`src/hdl/imu_tcf_pkg.sv`:
```
// Shared types, constants and fixed-point helpers of the IMU tilt filter.
package imu_tcf_pkg;

  localparam int RAW_W  = 16;
  localparam int NCH    = 5;
  localparam int SUM_W  = 33;
  localparam int OFF_W  = 24;
  localparam int MEAS_W = 27;
  localparam int MUL_W  = 54;
  localparam int DEN_W  = 27;
  localparam int SQ_W   = 52;
  localparam int ANG_W  = 27;
  localparam int STATE_W = 24;
  localparam int DELTA_W = 26;

  localparam int CH_AX = 0;
  localparam int CH_AY = 1;
  localparam int CH_AZ = 2;
  localparam int CH_GX = 3;
  localparam int CH_GY = 4;

  localparam logic signed [MEAS_W-1:0] GRAVITY_Q8 = 27'sd4194304;
  localparam logic [DEN_W-1:0]         GYRO_DIV   = 27'd131070000;
  localparam logic signed [ANG_W-1:0]  HALF_TURN  = 27'sd11796480;

  localparam logic [15:0] WEIGHT_RST  = 16'd64225;
  localparam logic [19:0] STEP_RST    = 20'd10000;
  localparam logic [15:0] CALCNT_RST  = 16'd1000;

  typedef enum logic [1:0] {
    OP_CLEAR = 2'd0,
    OP_CAL   = 2'd1,
    OP_MEAS  = 2'd2,
    OP_NONE  = 2'd3
  } op_t;

  typedef enum logic [1:0] {
    CFG_GYRO_WEIGHT = 2'd0,
    CFG_STEP_TIME   = 2'd1,
    CFG_CAL_COUNT   = 2'd2
  } cfg_idx_t;

  typedef struct packed {
    logic busy;
    logic done;
  } unit_sts_t;

  function automatic logic [21:0] atan_lut(input logic [4:0] idx);
    logic [21:0] a;
    case (idx)
      5'd0:  a = 22'd2949120;
      5'd1:  a = 22'd1740967;
      5'd2:  a = 22'd919879;
      5'd3:  a = 22'd466945;
      5'd4:  a = 22'd234379;
      5'd5:  a = 22'd117304;
      5'd6:  a = 22'd58666;
      5'd7:  a = 22'd29335;
      5'd8:  a = 22'd14668;
      5'd9:  a = 22'd7334;
      5'd10: a = 22'd3667;
      5'd11: a = 22'd1833;
      5'd12: a = 22'd917;
      5'd13: a = 22'd458;
      5'd14: a = 22'd229;
      5'd15: a = 22'd115;
      5'd16: a = 22'd57;
      5'd17: a = 22'd29;
      5'd18: a = 22'd14;
      5'd19: a = 22'd7;
      5'd20: a = 22'd4;
      5'd21: a = 22'd2;
      5'd22: a = 22'd1;
      default: a = 22'd0;
    endcase
    return a;
  endfunction

  // round to nearest, ties away from zero, divide by 2**k
  function automatic logic signed [55:0] rnd_shr(input logic signed [55:0] v,
                                                 input int unsigned k);
    logic [55:0] mag;
    mag = v[55] ? 56'(-v) : 56'(v);
    mag = (mag + (56'd1 << (k - 1))) >> k;
    return v[55] ? -$signed(mag) : $signed(mag);
  endfunction

  function automatic logic signed [55:0] sat56(input logic signed [55:0] v,
                                               input logic signed [55:0] lo,
                                               input logic signed [55:0] hi);
    logic signed [55:0] r;
    r = (v < lo) ? lo : ((v > hi) ? hi : v);
    return r;
  endfunction

endpackage

```
`src/hdl/imu_tcf_cordic.sv`:
```
// Vectoring CORDIC for atan2, one micro-rotation per cycle, angle in 2^-16 degree.
module imu_tcf_cordic import imu_tcf_pkg::*; #(
  parameter int STEPS = 16
) (
  input  logic                    clk,
  input  logic                    rst_n,
  input  logic                    start,
  input  logic signed [ANG_W-1:0] x_in,
  input  logic signed [ANG_W-1:0] y_in,
  output logic signed [ANG_W-1:0] z,
  output unit_sts_t               sts
);

  localparam int CW    = 40;
  localparam int CNT_W = $clog2(STEPS);

  logic signed [CW-1:0]    x_r;
  logic signed [CW-1:0]    y_r;
  logic signed [ANG_W-1:0] z_r;
  logic [CNT_W-1:0]        cnt_r;
  logic                    busy_r;
  logic                    done_r;

  logic                    xneg;
  logic signed [ANG_W-1:0] xa;
  logic signed [ANG_W-1:0] ya;
  logic signed [ANG_W-1:0] z0;
  logic signed [CW-1:0]    sx;
  logic signed [CW-1:0]    sy;
  logic signed [ANG_W-1:0] ang;

  always_comb begin
    xneg = (x_in < 0);
    xa   = xneg ? -x_in : x_in;
    ya   = xneg ? -y_in : y_in;
    z0   = xneg ? ((y_in >= 0) ? HALF_TURN : -HALF_TURN) : '0;
    sx   = x_r >>> cnt_r;
    sy   = y_r >>> cnt_r;
    ang  = $signed(ANG_W'(atan_lut(5'(cnt_r))));
  end

  always_ff @(posedge clk) begin
    if (!rst_n) begin
      busy_r <= 1'b0;
      done_r <= 1'b0;
    end else begin
      done_r <= 1'b0;
      if (start) begin
        x_r   <= CW'(xa) <<< 8;
        y_r   <= CW'(ya) <<< 8;
        z_r   <= z0;
        cnt_r <= '0;
        if (ya == 0) begin
          done_r <= 1'b1;
        end else begin
          busy_r <= 1'b1;
        end
      end else if (busy_r) begin
        if (!y_r[CW-1]) begin
          x_r <= x_r + sy;
          y_r <= y_r - sx;
          z_r <= z_r + ang;
        end else begin
          x_r <= x_r - sy;
          y_r <= y_r + sx;
          z_r <= z_r - ang;
        end
        cnt_r <= cnt_r + 1'b1;
        if (cnt_r == CNT_W'(STEPS - 1)) begin
          busy_r <= 1'b0;
          done_r <= 1'b1;
        end
      end
    end
  end

  assign z        = z_r;
  assign sts.busy = busy_r;
  assign sts.done = done_r;

endmodule

```
`config.mk`:
```
export PLATFORM = sky130hd
export DESIGN_NAME = imu_tcf_cordic
export DESIGN_NICKNAME = d
export VERILOG_FILES = /design/src/hdl/imu_tcf_pkg.sv /design/src/hdl/imu_tcf_cordic.sv
export SDC_FILE = /design/constraint.sdc
export NUM_CORES = 1
export LEC_CHECK = 0
export BUFFER_PORTS_ARGS = -buffer_cell sky130_fd_sc_hd__buf_2
export CAP_MARGIN = 0
export CORE_AREA = 3 3 278 143
export DETAILED_ROUTE_END_ITERATION = 16
export DIE_AREA = 0 0 281 146
export PLACE_DENSITY = 0.77
export SETUP_SLACK_MARGIN = 0.4
export SYNTH_ARGS = -nofsm -noshare
export SYNTH_HDL_FRONTEND = slang
export SYNTH_SLANG_ARGS = --single-unit
```
`constraint.sdc`:
```
create_clock -name clk -period 12.6 [get_ports clk]
set_input_delay 0.63 -clock clk [delete_from_list [all_inputs] [get_ports clk]]
set_output_delay 0.63 -clock clk [all_outputs]
set_load 0.01 [all_outputs]
```
# Word-level counts from Yosys, hierarchy flattened

Memories as Yosys holds them, arrays and structs flattened. A register that Yosys moved wholly into a read port is not among the register bits.
Index checks and enable logic that the tools add are counted.

$add $sub $neg: 9
Magnitude comparators: 2
Eq/ne operators: 2
Shifts and indexed selects: 2
Mux-type cells: 24
Reductions and logical operators: 3

Operators with widths:

| cell                  | number |
|---|---|
| $mux W40              | 6 |
| $mux W27              | 7 |
| $add A40 B40 Y40      | 2 |
| $sshr A40 B4 Y40      | 2 |
| $sub A40 B40 Y40      | 2 |
| $neg A27 Y27          | 2 |
| $logic_not A32 Y1     | 1 |
| $add A27 B23 Y27      | 1 |
| $ge A27 B1 Y1 const B | 1 |
| $lt A27 B1 Y1 const B | 1 |
| $sub A27 B23 Y27      | 1 |
| $mux W4               | 3 |
| $mux W1               | 8 |
| $add A4 B1 Y4 const B | 1 |
| $eq A4 B4 Y1 const B  | 1 |
| $ne A2 B2 Y1 const B  | 1 |
| $reduce_and A2 Y1     | 1 |
| $reduce_bool A2 Y1    | 1 |

Register bits: 113
Bits in read-only memories: 352
Input bits: 57
Output and inout port bits: 29
Word-level logic and storage cells: 51
Memories kept: 1

Memories:

| memory           | depth | bits a word | read ports | clocked after memory_dff | write ports | line              | RTL |
|---|---|---|---|---|---|---|---|
| (name not given) | 16    | 22          | 1          | 1                        | 0           | imu_tcf_pkg.sv:50 | `case (idx)` |

# Longest topological paths before layout

Word-level depth: 5
Depth in mapped cells: 29
Depth with buffers taken out: 23

# Worst setup path before layout

OpenSTA, ideal clock, no wires.

Path type: register to register
Start point: register cnt_r[2]
End point: register y_r[39], data pin
Setup time: 145 ps
Arrival time: 5859 ps
Data required time: 12455 ps
Setup slack: 6596 ps
Stages on the path, launching flop included: 30
Buffers on the path: 10
Clock period less this slack: 6004 ps
Cell sequence: edfxtp_1 > buf_2 > buf_4 > buf_4 > buf_6 > buf_2 > buf_2 > buf_2 > buf_1 > buf_1 > nand2_1 > o21a_1 > ha_1 > and2_1 > and3_1 > and2_1 > a21oi_1 > xnor2_1 > ha_1 > clkbuf_1 > a211oi_1 > o21ai_0 > a221oi_1 > a21oi_1 > a21o_1 > a221oi_1 > o31ai_1 > a31oi_1 > xnor3_1 > o21ai_1

Longest elaborated chain between the ends: 5
Elaborated cells between the ends (all ways): 6
Classes of those cells: 2 x add/sub; 1 x shift; 3 x mux

RTL lines:

| element                                                     | line                                       | RTL |
|---|---|---|
| start, declared                                             | imu_tcf_cordic.sv:20                       | `logic [CNT_W-1:0] cnt_r;` |
| start signal, assigned                                      | imu_tcf_cordic.sv:68                       | `cnt_r <= cnt_r + 1'b1;` |
| $sshr A40 B4 Y40 (*)                                        | imu_tcf_cordic.sv:37                       | `sx = x_r >>> cnt_r;` |
| $sub A40 B40 Y40 / $add A40 B40 Y40 (equally long branches) | imu_tcf_cordic.sv:61, imu_tcf_cordic.sv:65 |  |
| $mux W40 (*)                                                | imu_tcf_cordic.sv:59                       | `if (!y_r[CW-1]) begin` |
| $mux W40 (*)                                                | imu_tcf_cordic.sv:58                       | `end else if (busy_r) begin` |
| $mux W40 (*)                                                | imu_tcf_cordic.sv:48                       | `if (start) begin` |
| end signal, assigned                                        | imu_tcf_cordic.sv:50                       | `y_r <= CW'(ya) <<< 8;` |
| end signal, assigned                                        | imu_tcf_cordic.sv:61                       | `y_r <= y_r - sx;` |
| end signal, assigned                                        | imu_tcf_cordic.sv:65                       | `y_r <= y_r + sx;` |
| end, declared                                               | imu_tcf_cordic.sv:18                       | `logic signed [CW-1:0] y_r;` |

Mark *: on every way between the ends. The rest lies on a longest branch, timed or not. The select of a mux whose other input is x is not followed.
A chain may end at the register's enable or synchronous reset.

# Final worst setup path

Start point: register cnt_r[3]
End point: register x_r[37], data pin

Longest elaborated chain between the ends: 5
Elaborated cells between the ends (all ways): 6
Classes of those cells: 2 x add/sub; 1 x shift; 3 x mux

RTL lines:

| element                                                     | line                                       | RTL |
|---|---|---|
| $sshr A40 B4 Y40 (*)                                        | imu_tcf_cordic.sv:38                       | `sy = y_r >>> cnt_r;` |
| $add A40 B40 Y40 / $sub A40 B40 Y40 (equally long branches) | imu_tcf_cordic.sv:60, imu_tcf_cordic.sv:64 |  |
| $mux W40 (*)                                                | imu_tcf_cordic.sv:59                       |  |
| $mux W40 (*)                                                | imu_tcf_cordic.sv:58                       |  |
| $mux W40 (*)                                                | imu_tcf_cordic.sv:48                       |  |
| end signal, assigned                                        | imu_tcf_cordic.sv:49                       | `x_r <= CW'(xa) <<< 8;` |
| end signal, assigned                                        | imu_tcf_cordic.sv:60                       | `x_r <= x_r + sy;` |
| end signal, assigned                                        | imu_tcf_cordic.sv:64                       | `x_r <= x_r - sy;` |
| end, declared                                               | imu_tcf_cordic.sv:17                       | `logic signed [CW-1:0] x_r;` |

Marked as above.

==> qor.csv <==
metric,value,unit
outcome,completed,
clock_latency,0.47,ns
crit_chain,buf_4 > mux4_2 > mux2_2 > a21oi_1 > o2111ai_1 > nor3_1 > and3_1 > nand2_1 > o21ai_0 > a21o_1 > o31ai_1 > ha_1 > a21oi_1 > o21ai_0 > a21oi_1 > nor2b_1 > o21a_1 > o21a_1 > a211oi_1 > xor2_1 > o21ai_0,
cp_num_buf_inv,1,
post-route-period-util,0.545,
drtIter0Drc,1955,
die_x,281,um
clkSlewWorstSetupHoldPaths,0.07,ns
grt_max_degree,109,
final_common_cell,nand2_1,
crit_type,flip-flop to flip-flop,
synth_area_leaders,"edfxtp_1 (18%), ha_1 (8.0%), mux4_2 (7.8%)",
swShare,0.467,
whs_endpoint,x_r[8]$_DFFE_PP_,
min_period,6.86,ns
first_pass_iters,9,
cts_resized,0,
p_total,3.75,mW
drcViolationCount,0,
cts-htree-levels,4,
fin_hold_ws,0.515,ns
min_path_cells,3,
routed_wl,52200,um
holdBufCountCts,0,
syn2layout_area_growth,6.27,%
r2r_end,x_r[37]$_DFFE_PP_,
synth_cell_type_count,94,
vdd_drop_max,0.0836,mV
max_stage_delay,0.83,ns
die-area,41000,um^2
power.share.sequential,0.214,
die_h,146,um
mostFrequentLayoutCells,"nand2_1 (230), a21oi_1 (196), nor2_1 (188), o21ai_0 (170), xnor2_1 (147)",
ios,86,
drtAntennaViolNets,0,
p_int,2.00,mW
cts_inserted_buffers,17,
synth_edf_count,111,
nNetsFinal,2424,
finClkSkew,0.00957,ns
cp_data_required_time,12.80,ns
grt_pass1_wl,83800,um
coreArea,37300,um^2
avgSynthCellArea,8.36,um^2
fillerInstances,3380,
synth_ff_type,edfxtp_1,
setup_tns,0,ns
track_usage,0.249,
r2r_cells,21,
async_reset_ff_frac,0,
worst-r2r-setup-slack,5.74,ns
synth-seq-cells,135,
antenna_cells,0,
worstSetupEndpointType,flip-flop,
drive_gt1_frac,0.117,
placed_cell_area,19300,um^2
numPortBuffers,85,
setup_violations,0,
rsz0062_at_grt,no,
hold_path_class,primary input to flip-flop,
rows,50,
num_vias,17700,
clockPowerShare,0.137,
power.density,189,nW/um^2
crit_slowest_cell,nor3_1,
grt_antenna_before_repair,0,
ctsLongestPathBuffers,2,
cts_tree,done,
netlist_instances,2239,
cp-start-kind,flip-flop,
wire_per_inst,19.0,um
syn_nets,2419,
maxCapViolCount,0,
worstPathArrival,7.06,ns
relSlewSlack,0.177,
hold_start,x_in[0],
final_core_util,0.533,
grt_pass1_vias,16200,
drt-vias-per-instance,6.42,
design_area,19900,um^2
clock_sinks,135,
maxSlewViolCount,0,
synth_top_area_share,0.178,
yosys.area.top_type,edfxtp_1,
tightest_slew,1.23,ns
p_leak,7.94,nW
hold_viol_final,0,
yosysWarnings,0,
critPathTopFamily,compound AO/OA/AOI/OAI gates,
p_comb_frac,0.649,
syn_area,18700,um^2
fmax,146,MHz
power.switching,1.75,mW
start_util,0.501,
grt_overflow,0,
place_congestion,0.982,
critPathMaxFanout,49,
cts_root_buffer,clkbuf_16,
rr_startpoint,cnt_r[3]$_SDFFCE_PP0P_,
ys_seq_area_frac,0.204,
post_cts.repair.setup_buffers,0,
dp_hpwl,38700,um
[flip-flops by register name, summed over array words and instances (netlist names)]
register and flops:
x_r 40, y_r 40, z 27, ang 22, cnt_r 4, busy_r 1, done_r 1
[area by class of cell]
type	count	area [um^2]	share of cell area
Clock buffer	21	493	0.0248
Clock inverter	11	96.3	0.00484
Inverter	68	258	0.0130
Multi-Input combinational cell	1918	14000	0.705
Sequential cell	135	3810	0.192
Tap cell	494	618	0.0311
Timing Repair Buffer	104	583	0.0293
[kinds of logic (layout without fill, tap and decap cells)]
family                     Yosys count  after routing  synth area share
and+or+nand+nor                    678            678             0.170
adders and majority gates          123            123            0.0834
buffers and inverters              186            204            0.0467
xor gates and xnor gates           225            225             0.106
muxes                              188            188             0.152
DFF                                135            135             0.204
AOI/OAI and AO/OA                  704            704             0.237
[synth_stat cells (16+ instances only)]
| library cell | number |
|---|---|
| a211oi_1 | 22 |
| a21o_1 | 62 |
| a21oi_1 | 196 |
| a31oi_1 | 50 |
| and2_1 | 25 |
| and3_1 | 19 |
| buf_2 | 19 |
| clkbuf_1 | 61 |
| dfxtp_1 | 24 |
| edfxtp_1 | 111 |
| ha_1 | 120 |
| inv_1 | 66 |
| mux2_2 | 31 |
| mux2i_1 | 72 |
| mux4_2 | 65 |
| nand2_1 | 230 |
| nand2b_1 | 29 |
| nand3_1 | 33 |
| nor2_1 | 188 |
| nor2b_1 | 29 |
| nor3_1 | 39 |
| o211ai_1 | 16 |
| o21a_1 | 24 |
| o21ai_0 | 170 |
| o31ai_1 | 26 |
| or3_1 | 16 |
| xnor2_1 | 147 |
| xor2_1 | 77 |
[metal layers]
layer	track usage	routed length, um
met1	0.343	23000
met2	0.386	23100
met3	0.0507	4510
met4	0.0910	1600
met5	0	0
[through the flow]
stage	setup WS, ns	std cells
floorplan	6.60	2239
global placement	5.97	2719
detailed placement	5.86	2719
CTS	5.83	2751
global route	5.07	2751
finish	5.74	2751
[worst max path at each step]
| stage | endpoint | start | cells after the start |
|---|---|---|---|
| after global routing | x_r[34]$_DFFE_PP_ | cnt_r[3]$_SDFFCE_PP0P_ | 18 |
| after detailed placement | x_r[37]$_DFFE_PP_ | cnt_r[3]$_SDFFCE_PP0P_ | 21 |
| final | x_r[37]$_DFFE_PP_ | cnt_r[3]$_SDFFCE_PP0P_ | 21 |
| after global placement | x_r[37]$_DFFE_PP_ | cnt_r[3]$_SDFFCE_PP0P_ | 21 |
| after CTS | x_r[38]$_DFFE_PP_ | cnt_r[3]$_SDFFCE_PP0P_ | 18 |
| after floorplan | y_r[39]$_DFFE_PP_ | cnt_r[2]$_SDFFCE_PP0P_ | 29 |
[tightest hold or removal path, stage by stage]
cell     delay [ns]
buf_2          0.12
nand2_1        0.06
o21ai_0        0.06
[power by group through the flow]
stage	registers, mW	clock network, mW	logic, mW
after floorplan	0.728	0	1.94
after global placement	0.798	0	2.34
after detailed placement	0.799	0	2.38
after CTS	0.791	0.521	2.40
after global routing	0.807	0.538	2.69
final	0.803	0.515	2.43
(Power assumes the default switching activity.)
