[config.mk]
export PLATFORM = sky130hd
export DESIGN_NAME = imu_tcf_div
export DESIGN_NICKNAME = d
export VERILOG_FILES = /design/src/hdl/imu_tcf_pkg.sv /design/src/hdl/imu_tcf_div.sv
export SDC_FILE = /design/constraint.sdc
export NUM_CORES = 1
export LEC_CHECK = 0
export BUFFER_PORTS_ARGS = -buffer_cell sky130_fd_sc_hd__buf_4
export CAP_MARGIN = 10
export CELL_PAD_IN_SITES_DETAIL_PLACEMENT = 0
export CELL_PAD_IN_SITES_GLOBAL_PLACEMENT = 1
export CORE_MARGIN = 2
export CORE_UTILIZATION = 46
export DETAILED_ROUTE_END_ITERATION = 7
export PLACE_DENSITY = 0.9
export SLEW_MARGIN = 20
export SYNTH_ARGS = -nofsm -noshare
export SYNTH_HDL_FRONTEND = slang
export SYNTH_SLANG_ARGS = --single-unit
[constraint.sdc]
create_clock -name clk -period 5.2 [get_ports clk]
set_input_delay 0.78 -clock clk [delete_from_list [all_inputs] [get_ports clk]]
set_output_delay 0.78 -clock clk [all_outputs]
set_load 0.01 [all_outputs]
[src/hdl/imu_tcf_pkg.sv]
// Shared types, constants and fixed-point helpers of the IMU tilt filter.
package imu_tcf_pkg;

  localparam int RAW_W  = 16;
  localparam int NCH    = 5;
  localparam int SUM_W  = 33;
  localparam int OFF_W  = 24;
  localparam int MEAS_W = 27;
  localparam int MUL_W  = 54;
  localparam int DEN_W  = 27;
  localparam int SQ_W   = 52;
  localparam int ANG_W  = 27;
  localparam int STATE_W = 24;
  localparam int DELTA_W = 26;

  localparam int CH_AX = 0;
  localparam int CH_AY = 1;
  localparam int CH_AZ = 2;
  localparam int CH_GX = 3;
  localparam int CH_GY = 4;

  localparam logic signed [MEAS_W-1:0] GRAVITY_Q8 = 27'sd4194304;
  localparam logic [DEN_W-1:0]         GYRO_DIV   = 27'd131070000;
  localparam logic signed [ANG_W-1:0]  HALF_TURN  = 27'sd11796480;

  localparam logic [15:0] WEIGHT_RST  = 16'd64225;
  localparam logic [19:0] STEP_RST    = 20'd10000;
  localparam logic [15:0] CALCNT_RST  = 16'd1000;

  typedef enum logic [1:0] {
    OP_CLEAR = 2'd0,
    OP_CAL   = 2'd1,
    OP_MEAS  = 2'd2,
    OP_NONE  = 2'd3
  } op_t;

  typedef enum logic [1:0] {
    CFG_GYRO_WEIGHT = 2'd0,
    CFG_STEP_TIME   = 2'd1,
    CFG_CAL_COUNT   = 2'd2
  } cfg_idx_t;

  typedef struct packed {
    logic busy;
    logic done;
  } unit_sts_t;

  function automatic logic [21:0] atan_lut(input logic [4:0] idx);
    logic [21:0] a;
    case (idx)
      5'd0:  a = 22'd2949120;
      5'd1:  a = 22'd1740967;
      5'd2:  a = 22'd919879;
      5'd3:  a = 22'd466945;
      5'd4:  a = 22'd234379;
      5'd5:  a = 22'd117304;
      5'd6:  a = 22'd58666;
      5'd7:  a = 22'd29335;
      5'd8:  a = 22'd14668;
      5'd9:  a = 22'd7334;
      5'd10: a = 22'd3667;
      5'd11: a = 22'd1833;
      5'd12: a = 22'd917;
      5'd13: a = 22'd458;
      5'd14: a = 22'd229;
      5'd15: a = 22'd115;
      5'd16: a = 22'd57;
      5'd17: a = 22'd29;
      5'd18: a = 22'd14;
      5'd19: a = 22'd7;
      5'd20: a = 22'd4;
      5'd21: a = 22'd2;
      5'd22: a = 22'd1;
      default: a = 22'd0;
    endcase
    return a;
  endfunction

  // round to nearest, ties away from zero, divide by 2**k
  function automatic logic signed [55:0] rnd_shr(input logic signed [55:0] v,
                                                 input int unsigned k);
    logic [55:0] mag;
    mag = v[55] ? 56'(-v) : 56'(v);
    mag = (mag + (56'd1 << (k - 1))) >> k;
    return v[55] ? -$signed(mag) : $signed(mag);
  endfunction

  function automatic logic signed [55:0] sat56(input logic signed [55:0] v,
                                               input logic signed [55:0] lo,
                                               input logic signed [55:0] hi);
    logic signed [55:0] r;
    r = (v < lo) ? lo : ((v > hi) ? hi : v);
    return r;
  endfunction

endpackage

[src/hdl/imu_tcf_div.sv]
// Radix-2 restoring divider, signed numerator, rounded to nearest.
module imu_tcf_div import imu_tcf_pkg::*; (
  input  logic                    clk,
  input  logic                    rst_n,
  input  logic                    start,
  input  logic signed [MUL_W-1:0] num,
  input  logic [DEN_W-1:0]        den,
  output logic signed [MUL_W-1:0] quo,
  output unit_sts_t               sts
);

  localparam int MAG_W = MUL_W + 1;
  localparam int CNT_W = $clog2(MAG_W + 1);

  logic [MAG_W-1:0] q_r;
  logic [DEN_W-1:0] rem_r;
  logic [DEN_W-1:0] den_r;
  logic             neg_r;
  logic             busy_r;
  logic             done_r;
  logic [CNT_W-1:0] cnt_r;

  logic [MAG_W-1:0] mag;
  logic [DEN_W:0]   trial;
  logic             ge;

  always_comb begin
    mag   = (num < 0) ? MAG_W'(-num) : MAG_W'(num);
    mag   = mag + MAG_W'(den >> 1);
    trial = {rem_r, q_r[MAG_W-1]};
    ge    = (trial >= {1'b0, den_r});
  end

  always_ff @(posedge clk) begin
    if (!rst_n) begin
      busy_r <= 1'b0;
      done_r <= 1'b0;
    end else begin
      done_r <= 1'b0;
      if (start) begin
        q_r    <= mag;
        rem_r  <= '0;
        den_r  <= den;
        neg_r  <= (num < 0);
        cnt_r  <= CNT_W'(MAG_W);
        busy_r <= 1'b1;
      end else if (busy_r) begin
        q_r   <= {q_r[MAG_W-2:0], ge};
        rem_r <= ge ? DEN_W'(trial - {1'b0, den_r}) : trial[DEN_W-1:0];
        cnt_r <= cnt_r - 1'b1;
        if (cnt_r == CNT_W'(1)) begin
          busy_r <= 1'b0;
          done_r <= 1'b1;
        end
      end
    end
  end

  assign quo      = neg_r ? -$signed(q_r[MUL_W-1:0]) : $signed(q_r[MUL_W-1:0]);
  assign sts.busy = busy_r;
  assign sts.done = done_r;

endmodule

# [Word-level counts from Yosys, hierarchy flattened]
# Index checks and enable logic that the tools add are counted.
[classes] eq_ne=1 n_lt_le_gt_ge=2 bitwise=2 addsub=5 mux=11 reduce_logical=4
[ops] op="two-way mux 55 bit" n=3
[ops] op="adder 55 x 26 -> 55 bit" n=1
[ops] op="negator 54 -> 55 bit" n=1
[ops] op="less-than comparator 54 x 1 -> 1 bit, second input constant" n=1
[ops] op="two-way mux 27 bit" n=2
[ops] op="two-way mux 54 bit" n=1
[ops] op="negator 54 bit" n=1
[ops] op="greater-or-equal comparator 28 x 27 -> 1 bit" n=1
[ops] op="subtractor 27 bit" n=1
[ops] op="== test 6 x 1 -> 1 bit, second input constant" n=1
[ops] op="two-way mux 6 bit" n=1
[ops] op="subtractor 6 x 1 -> 6 bit, second input constant" n=1
[ops] op="two-way mux 1 bit" n=4
[ops] op="AND reduction 2 bit" n=2
[ops] op="OR reduction 3 bit" n=1
[ops] op="NOT 1 bit" n=2
[ops] op="nonzero test 2 bit" n=1
[word_totals] input_bits=84 out_inout_bits=56 register_bits=118 word_cells=32

# [Longest topological paths before layout]
# Gate-level depths: netlist (run 1).
[depth] depth_word=4 depth_mapped=19

# [Worst setup path before layout (run 1)]
# Ideal clock, no wire load.
[synth_timing] kind="input to register" start="in num[3]" end="reg q_r[38] (data pin)" path_stages=16 setup_ns=0.256 n_path_buf=0 t_required_ns=4.944 arrival_ns=4.503 setup_slack_ns=0.442 cell_sequence="or3_1 > nor4_2 > nand2_1 > or3_2 > o21ai_0 > xnor2_1 > ha_1 > a21o_1 > a21o_1 > a21oi_1 > o21a_1 > a21o_1 > a21oi_1 > nand3_1 > or3_2 > a31o_2"
[synth_via] elab_chain_cells=4 elab_cells_between_ends=5 classes_between="2 x add/sub; 1 x order compare; 2 x mux"
[synth_lines] item="start, declared" line_no="imu_tcf_div.sv:6" source="input logic signed [MUL_W-1:0] num,"
[synth_lines] item="negator 54 -> 55 bit or less-than comparator 54 x 1 -> 1 bit (tied branches)" line_no="imu_tcf_div.sv:28" source="mag = (num < 0) ? MAG_W'(-num) : MAG_W'(num);"
[synth_lines] item="two-way mux 55 bit *" line_no="imu_tcf_div.sv:28"
[synth_lines] item="adder 55 x 26 -> 55 bit *" line_no="imu_tcf_div.sv:29" source="mag = mag + MAG_W'(den >> 1);"
[synth_lines] item="two-way mux 55 bit *" line_no="imu_tcf_div.sv:40" source="if (start) begin"
[synth_lines] item="end signal, assigned" line_no="imu_tcf_div.sv:41" source="q_r <= mag;"
[synth_lines] item="end signal, assigned" line_no="imu_tcf_div.sv:48" source="q_r <= {q_r[MAG_W-2:0], ge};"
[synth_lines] item="end, declared" line_no="imu_tcf_div.sv:15" source="logic [MAG_W-1:0] q_r;"
# Every way passes the cells marked *; elsewhere a longest branch is shown, timed or not.
# A chain may end at the register's enable or synchronous reset.

# [Final worst setup path (run 1)]
[layout_timing] start="reg q_r[9]" end="out quo[40]"
[layout_via] elab_chain_cells=2
[layout_lines] item="negator 54 bit" line_no="imu_tcf_div.sv:59" source="assign quo = neg_r ? -$signed(q_r[MUL_W-1:0]) : $signed(q_r[MUL_W-1:0]);"
[layout_lines] item="two-way mux 54 bit" line_no="imu_tcf_div.sv:59"
[layout_lines] item="end, declared" line_no="imu_tcf_div.sv:8" source="output logic signed [MUL_W-1:0] quo,"
# No other way between the ends.

==> qor.txt, run 1 <==
outcome: completed
met2 wirelength from detailed routing: 13200 um
Hold Startpoint: busy_r$_SDFF_PN0_
Clock power frac: 0.318
layout cells sized above 1: 0.193
setup bufs post-CTS: 0
Placed Area: 0.0121 sq mm
Synth area leaders: edfxtp_1 (33%), xnor2_1 (9.8%), ha_1 (6.8%)
via/cell ratio: 5.99
GRT Total Usage: 0.245
Setup crit start: q_r[9]$_DFFE_PP_
Worst EP required: 4420 ps
Max Clock Freq: 207 MHz
CTS tree: yes
CTS Buf Count: 17
CTS Sinks: 118
setup slack, reg-to-reg: 1700 ps
biggest area consumer among synthesized cells: edfxtp_1
worst vdd ir: 0.000188 V
final core occ: 0.557
first-pass GRT wire length: 47400 um
Final Cycle Share: 0.929
vias in the first global route: 8929
Final Critical Period: 4830 ps
cells resized by post-CTS repair: 0
Post-synth top cells: nand2_1 (126), xnor2_1 (120), edfxtp_1 (116)
Critical Path AT: 4050 ps
CTS Buffer Depth: 2
startpoint types: flip-flop
warnings from Yosys: 0
reg2reg start: q_r[54]$_DFFE_PP_
number of flops mapped to enable cells by yosys: 116
Routed Antenna Nets: 0
GRT Residual Overflow: 0
IO buf count: 139
wl on met1: 13800 um
DRT Wirelength: 29600 um
Die X: 157 um
core area: 0.0227 sq mm
Psw: 1.18 mW
DP Cell Count: 1582
HP Class: reg2reg
Vias: 9666
sequential fraction of the synthesis area: 0.329
initial antenna violation count: 0
# fillers: 2043
Synth Instances: 1185
Non-Filler Instances: 1614
Final Max Slew Viols: 0
drt drc: 0
Crit. End Element: output pin
Main synth FF type: edfxtp_1
Register Area: 0.00352 sq mm
Starting Density: 0.471
CTS Hold Bufs: 0
Core Rows: 55
Synth async-reset ratio: 0
max layer used: met4
post-synth top area share: 0.326
root buf cell: clkbuf_16
crit path kind: reg2out
Flop pwr share: 0.346
count leader, synth: nand2_1
Netlist cell types: 80
die height: 157 um
multi-input logic area: 0.00680 sq mm
Worst Tran Pin Value: 954 ps
switch share: 0.328
power per cell area: 284 mW/mm^2
# IOs: 140
initial drt markers: 650
largest fanout on the critical path: 6
headroom to the max-slew limit: 0.364
max_cap viols: 0
# setup viols final: 0
nets@finish: 1460
internal cell power: 2.42 mW
DP HPWL: 22800 um
Mapped Area: 0.0107 sq mm
Clock Latency Late Sink: 420 ps
routability cong.: 0.915
Yosys reg bits: 118
Mean Syn Cell Area: 9.03 sq um
routed len/inst: 18.4 um
full die area: 0.0245 sq mm
TritonRoute pass-1 iters: 5
total negative slack: 0 ps
ant diodes: 0
Net Count, Synth: 1329
RSZ-0062 raised after global routing: no
Worst-path clk slew: 60 ps
Non-Filler Cell Area, Final: 0.0126 sq mm
metal3 WL: 1870 um
Lkg Pwr: 4.82 nW
H-tree levels: 4
synthesis-to-finish area growth: 18.2%
Hold Fails Final Rpt: 0
Clock Skew: 10.8 ps
Comb pwr share: 0.336
pin count of the biggest net entering global routing: 78
## sequential cells by signal, indices dropped and copies added, names as in the netlist
register	flops
cnt_r	6
q_r	55
neg_r	1
done_r	1
den_r	27
busy_r	1
rem_r	27
## layout make-up
class	count	area share
multi-input combinational	969	0.538
sequential	118	0.279
timing repair buffer	161	0.0956
clock buffer	17	0.0336
tap	285	0.0282
inverter	49	0.0145
clock inverter	15	0.0120
## kinds of logic after synthesis
| logic type | after synthesis | synth area share |
|---|---|---|
| AO/OA/AOI/OAI | 331 | 0.217 |
| XOR/XNOR | 145 | 0.119 |
| adder cells (fa/ha/maj) | 60 | 0.0716 |
| buffers and inverters | 98 | 0.0359 |
| flip-flops | 118 | 0.329 |
| multiplexers | 31 | 0.0325 |
| AND/OR/NAND/NOR | 402 | 0.195 |
## worst paths after layout
| path | endpoint | cells after the start |
|---|---|---|
| worst max-delay path | quo[40] | 9 |
| worst max register to register | rem_r[14]$_SDFFCE_PP0P_ | 14 |
| worst min-delay path | done_r$_SDFF_PP0_ | 2 |
| worst min register to register | done_r$_SDFF_PP0_ | 2 |
## cell usage in the layout, fill, tap and decap left out, types with 4 or more instances in the layout
cell type,instances
a211oi_1,14
inv_6,5
o21bai_1,5
clkbuf_16,17
o21ai_0,62
and3_1,11
clkinv_1,4
nor3_1,35
and2_1,8
a31o_2,7
a21oi_1,63
buf_4,161
or2_2,7
ha_1,58
nand2b_1,13
a21o_1,34
xnor2_1,120
a31oi_1,6
or3_1,13
edfxtp_1,116
a311oi_1,8
nand3_1,23
nand4_1,20
nor2_1,66
a21boi_0,5
o2bb2ai_1,7
o31ai_1,36
nor2b_1,14
nor4_1,19
or4_1,17
o21a_1,16
xor2_1,25
a41oi_1,4
nand2_1,126
mux2_2,30
o211ai_1,5
inv_1,48
nand3b_1,5
o41ai_1,23
## through the flow
stage	hold WS (ps)	power [mW]	setup WS [ps]
final	468	3.60	369
after floorplan	428	2.05	442
after global routing	498	3.79	102
after detailed placement	470	2.45	165
after global placement	455	2.43	234
after CTS	473	3.60	383
## critical path: stages, from the launching register on
cell      delay (ps)
edfxtp_1         440
or4_1            590
nor4_1           580
nand2b_1         240
nand2b_1         300
or3_1            450
or2_2            340
o41ai_1          320
xnor2_1          200
buf_4            160
## routing by layer
layer	GRT usage	vias to the layer above
met5	0	-
met4	0.0843	0
met2	0.382	322
met1	0.350	4543
met3	0.0352	42
li1	-	4759
## power by group through the flow
stage	combinational, mW	sequential (mW)	clock (mW)
floorplan	0.815	1.24	0
global placement	1.18	1.25	0
detailed placement	1.19	1.26	0
CTS	1.20	1.24	1.16
global route	1.33	1.25	1.20
finish	1.21	1.24	1.14
Power figures use the tool's default switching activity.
==> run 2: changes to the inputs <==
--- a/config.mk
+++ b/config.mk
@@ -5,14 +5,15 @@
 export SDC_FILE = /design/constraint.sdc
 export NUM_CORES = 1
 export LEC_CHECK = 0
+export ABC_AREA = 1
 export BUFFER_PORTS_ARGS = -buffer_cell sky130_fd_sc_hd__buf_4
 export CAP_MARGIN = 10
 export CELL_PAD_IN_SITES_DETAIL_PLACEMENT = 0
 export CELL_PAD_IN_SITES_GLOBAL_PLACEMENT = 1
 export CORE_MARGIN = 2
-export CORE_UTILIZATION = 46
+export CORE_UTILIZATION = 43
 export DETAILED_ROUTE_END_ITERATION = 7
-export PLACE_DENSITY = 0.9
+export PLACE_DENSITY = 0.89
 export SLEW_MARGIN = 20
 export SYNTH_ARGS = -nofsm -noshare
 export SYNTH_HDL_FRONTEND = slang
==> qor.txt, run 2 <==
crit path kind: reg2out
Main synth FF type: edfxtp_1
GRT Total Usage: 0.263 (+0.0180)
DP HPWL: 31100 um (+37%)
routed len/inst: 16.5 um (-9.9%)
Synth async-reset ratio: 0 (unchanged)
max reg flops: 55 (unchanged)
routability cong.: 0.943 (+3.1%)
core area: 0.0277 sq mm (+22%)
commonest non-fill, non-tap cell in the layout: nand2_1
CTS Sinks: 118 (unchanged)
Critical Path AT: 3160 ps (-890 ps)
# IOs: 140 (unchanged)
setup bufs post-CTS: 0 (unchanged)
power per cell area: 282 mW/mm^2 (-0.92%)
Comb pwr share: 0.371 (+0.035)
# fillers: 2820 (+38%)
Clock power frac: 0.304 (-0.014)
max_cap viols: 0 (unchanged)
CTS tree: yes
Hold Fails Final Rpt: 0 (unchanged)
via/cell ratio: 5.20 (-13%)
Net Count, Synth: 1923 (+45%)
Critical Path Most Common Cell: inv_1
Psw: 1.48 mW (+25%)
number of flops mapped to enable cells by yosys: 116 (unchanged)
Setup crit start: q_r[1]$_DFFE_PP_
# setup viols final: 0 (unchanged)
Yosys reg bits: 118 (unchanged)
Routed Antenna Nets: 0 (unchanged)
Synth area leaders: edfxtp_1 (29%), nand2_1 (14%), inv_1 (7.0%)
DRT Wirelength: 38000 um (+28%)
crit-path max cell delay: 450 ps (-140 ps)
startpoint types: flip-flop
Worst Tran Pin Value: 1010 ps (+57.5 ps)
Mapped Area: 0.0121 sq mm (+13%)
Final Critical Period: 3940 ps (-892 ps)
layout cells sized above 1: 0.145 (-0.0480)
Final Max Slew Viols: 0 (unchanged)
H-tree levels: 4 (unchanged)
outcome: completed
pin count of the biggest net entering global routing: 71 (-9.0%)
final core occ: 0.508 (-0.0486)
Final Cycle Share: 0.757 (-0.172)
initial drt markers: 1018 (+57%)
Netlist cell types: 55 (-31%)
Top reg by flops: q_r
CTS Hold Bufs: 0 (unchanged)
Register Area: 0.00352 sq mm (unchanged)
drt drc: 0 (unchanged)
initial antenna violation count: 0 (unchanged)
setup slack, reg-to-reg: 1660 ps (-40 ps)
Crit. End Element: output pin
biggest area consumer among synthesized cells: edfxtp_1
RSZ-0062 raised after global routing: no
largest fanout on the critical path: 4 (-2)
Top Registers: q_r: 55 flops, den_r: 27 flops, rem_r: 27 flops
CTS Buffer Depth: 2 (unchanged)
Lkg Pwr: 6.34 nW (+31%)
switch share: 0.372 (+0.0442)
commonest non-fill, non-tap cells in the layout: nand2_1 (461), inv_1 (223), nor2_1 (223)
crit path max-delay cell type: o21ai_0
Starting Density: 0.436 (-0.0354)
crit path to: quo[50]
CTS Buf Count: 17 (unchanged)
sequential fraction of the synthesis area: 0.292 (-0.0375)
post-synth top area share: 0.289 (-0.0370)
CP Cell Sequence: inv_1 -> ha_1 -> inv_1 -> nor3_2 -> buf_4 -> nand2_1 -> nor2_2 -> inv_1 -> nor2_1 -> nand4_1 -> o21ai_0 -> o21ai_0 -> xor2_1 -> buf_4
warnings from Yosys: 0 (unchanged)
Synth Instances: 1779 (+50%)
count leader, synth: nand2_1
Flop pwr share: 0.325 (-0.021)
Worst EP required: 4420 ps (about the same)
headroom to the max-slew limit: 0.326 (-0.0383)
Post-synth top cells: nand2_1 (462), inv_1 (224), nor2_1 (223)
Mean Syn Cell Area: 6.79 sq um (-25%)
die height: 172 um (+9.6%)
cells resized by post-CTS repair: 0 (unchanged)
synthesis-to-finish area growth: 16.7%
internal cell power: 2.49 mW (+3.1%)
worst vdd ir: 0.000191 V (+1.6%)
HP Class: reg2reg
full die area: 0.0294 sq mm (+20%)
ant diodes: 0 (unchanged)
reg2reg start: den_r[0]$_DFFE_PP_
Max Clock Freq: 254 MHz (+23%)
GRT Residual Overflow: 0 (unchanged)
Core Rows: 61 (+11%)
TritonRoute pass-1 iters: 6 (+1)
nets@finish: 2051 (+40%)
Clock Latency Late Sink: 420 ps (about the same)
reg-to-reg endpoint: rem_r[18]$_SDFFCE_PP0P_
multi-input logic area: 0.00751 sq mm (+10%)
total negative slack: 0 ps (unchanged)
Vias: 12000 (+24%)
Clock Skew: 16.1 ps (+5.31 ps)
Hold Startpoint: busy_r$_SDFF_PN0_
Die X: 172 um (+9.6%)
Worst-path clk slew: 60 ps (about the same)
first-pass GRT wire length: 60400 um (+27%)
root buf cell: clkbuf_16
worst r2r path cells: 14 (unchanged)
IO buf count: 139 (unchanged)
vias in the first global route: 11600 (+30%)
-- run 2: changes by cell type in the layout (fill, tap and decap cells not counted), sizes merged, moves of 20 or more --
cell / before / now
nand2: 126 / 495
nand3: 25 / 111
nor2: 66 / 253
a21o: 34 / 6
o31ai: 36 / 4
a21oi: 63 / 95
o21ai: 62 / 119
inv: 54 / 234
xor2: 25 / 84
xnor2: 120 / 38
or4: 20 / 0
o41ai: 23 / 1
mux2: 30 / 0
-- run 2: cells by family (layout without fill, tap and decap cells) --
group | Yosys count | after routing | share of synthesized area
simple gates | 943 | 943 | 0.346
xor+xnor | 122 | 122 | 0.0885
fa+ha+maj | 60 | 60 | 0.0634
compound gates | 266 | 266 | 0.124
flops | 118 | 118 | 0.292
buf+inv | 270 | 410 | 0.0866
-- run 2: worst min-delay path by stage --
| stage | endpoint | cells after the start |
|---|---|---|
| 2_1_floorplan | done_r$_SDFF_PP0_ | 2 |
| 3_3_place_gp | done_r$_SDFF_PP0_ | 2 |
| 3_5_place_dp | done_r$_SDFF_PP0_ | 2 |
| 4_1_cts | den_r[0]$_DFFE_PP_ | 1 |
| 5_1_grt | den_r[0]$_DFFE_PP_ | 1 |
| 6_report | done_r$_SDFF_PP0_ | 2 |
-- run 2: per-layer routing --
layer / vias to the layer above / routed length [um] / GRT usage
met3: 59 / 1930 / 0.0219
met4: 0 / 966 / 0.0840
met2: 388 / 17100 / 0.421
met5: - / 0 / 0
li1: 6095 / - / -
met1: 5412 / 18000 / 0.376
-- run 2: through the flow --
step | power, mW | instance area [sq um] | std cells | hold WS, ps | setup slack (ps)
floorplan | 2.26 | 12100 | 1779 | 444 | 1540
global placement | 2.75 | 13500 | 2266 | 519 | 1040
detailed placement | 2.76 | 13500 | 2266 | 533 | 1030
CTS | 3.97 | 14100 | 2297 | 527 | 1210
global route | 4.20 | 14100 | 2297 | 533 | 993
finish | 3.97 | 14100 | 2297 | 533 | 1260
-- run 2: area by class of cell --
type | count | share of cell area
Timing Repair Buffer | 146 | 0.0778
Clock inverter | 14 | 0.0127
Clock buffer | 17 | 0.0302
Tap cell | 378 | 0.0336
Sequential cell | 118 | 0.250
Multi-Input combinational cell | 1391 | 0.533
Inverter | 233 | 0.0622
-- run 2: power by group through the flow --
stage	Sequential, mW	Clock (mW)	Combinational, mW
after floorplan	1.28	0	0.981
after global placement	1.30	0	1.45
after detailed placement	1.31	0	1.45
after CTS	1.29	1.22	1.46
after global routing	1.30	1.26	1.64
final	1.29	1.21	1.47
-- run 2: worst max-delay path: cells and delay by family (launching register included) --
family | cells | cell delay [ps]
simple gates | 5 | 740
flops | 1 | 400
compound gates | 2 | 650
buf+inv | 5 | 580
xor+xnor | 1 | 180
fa+ha+maj | 1 | 190
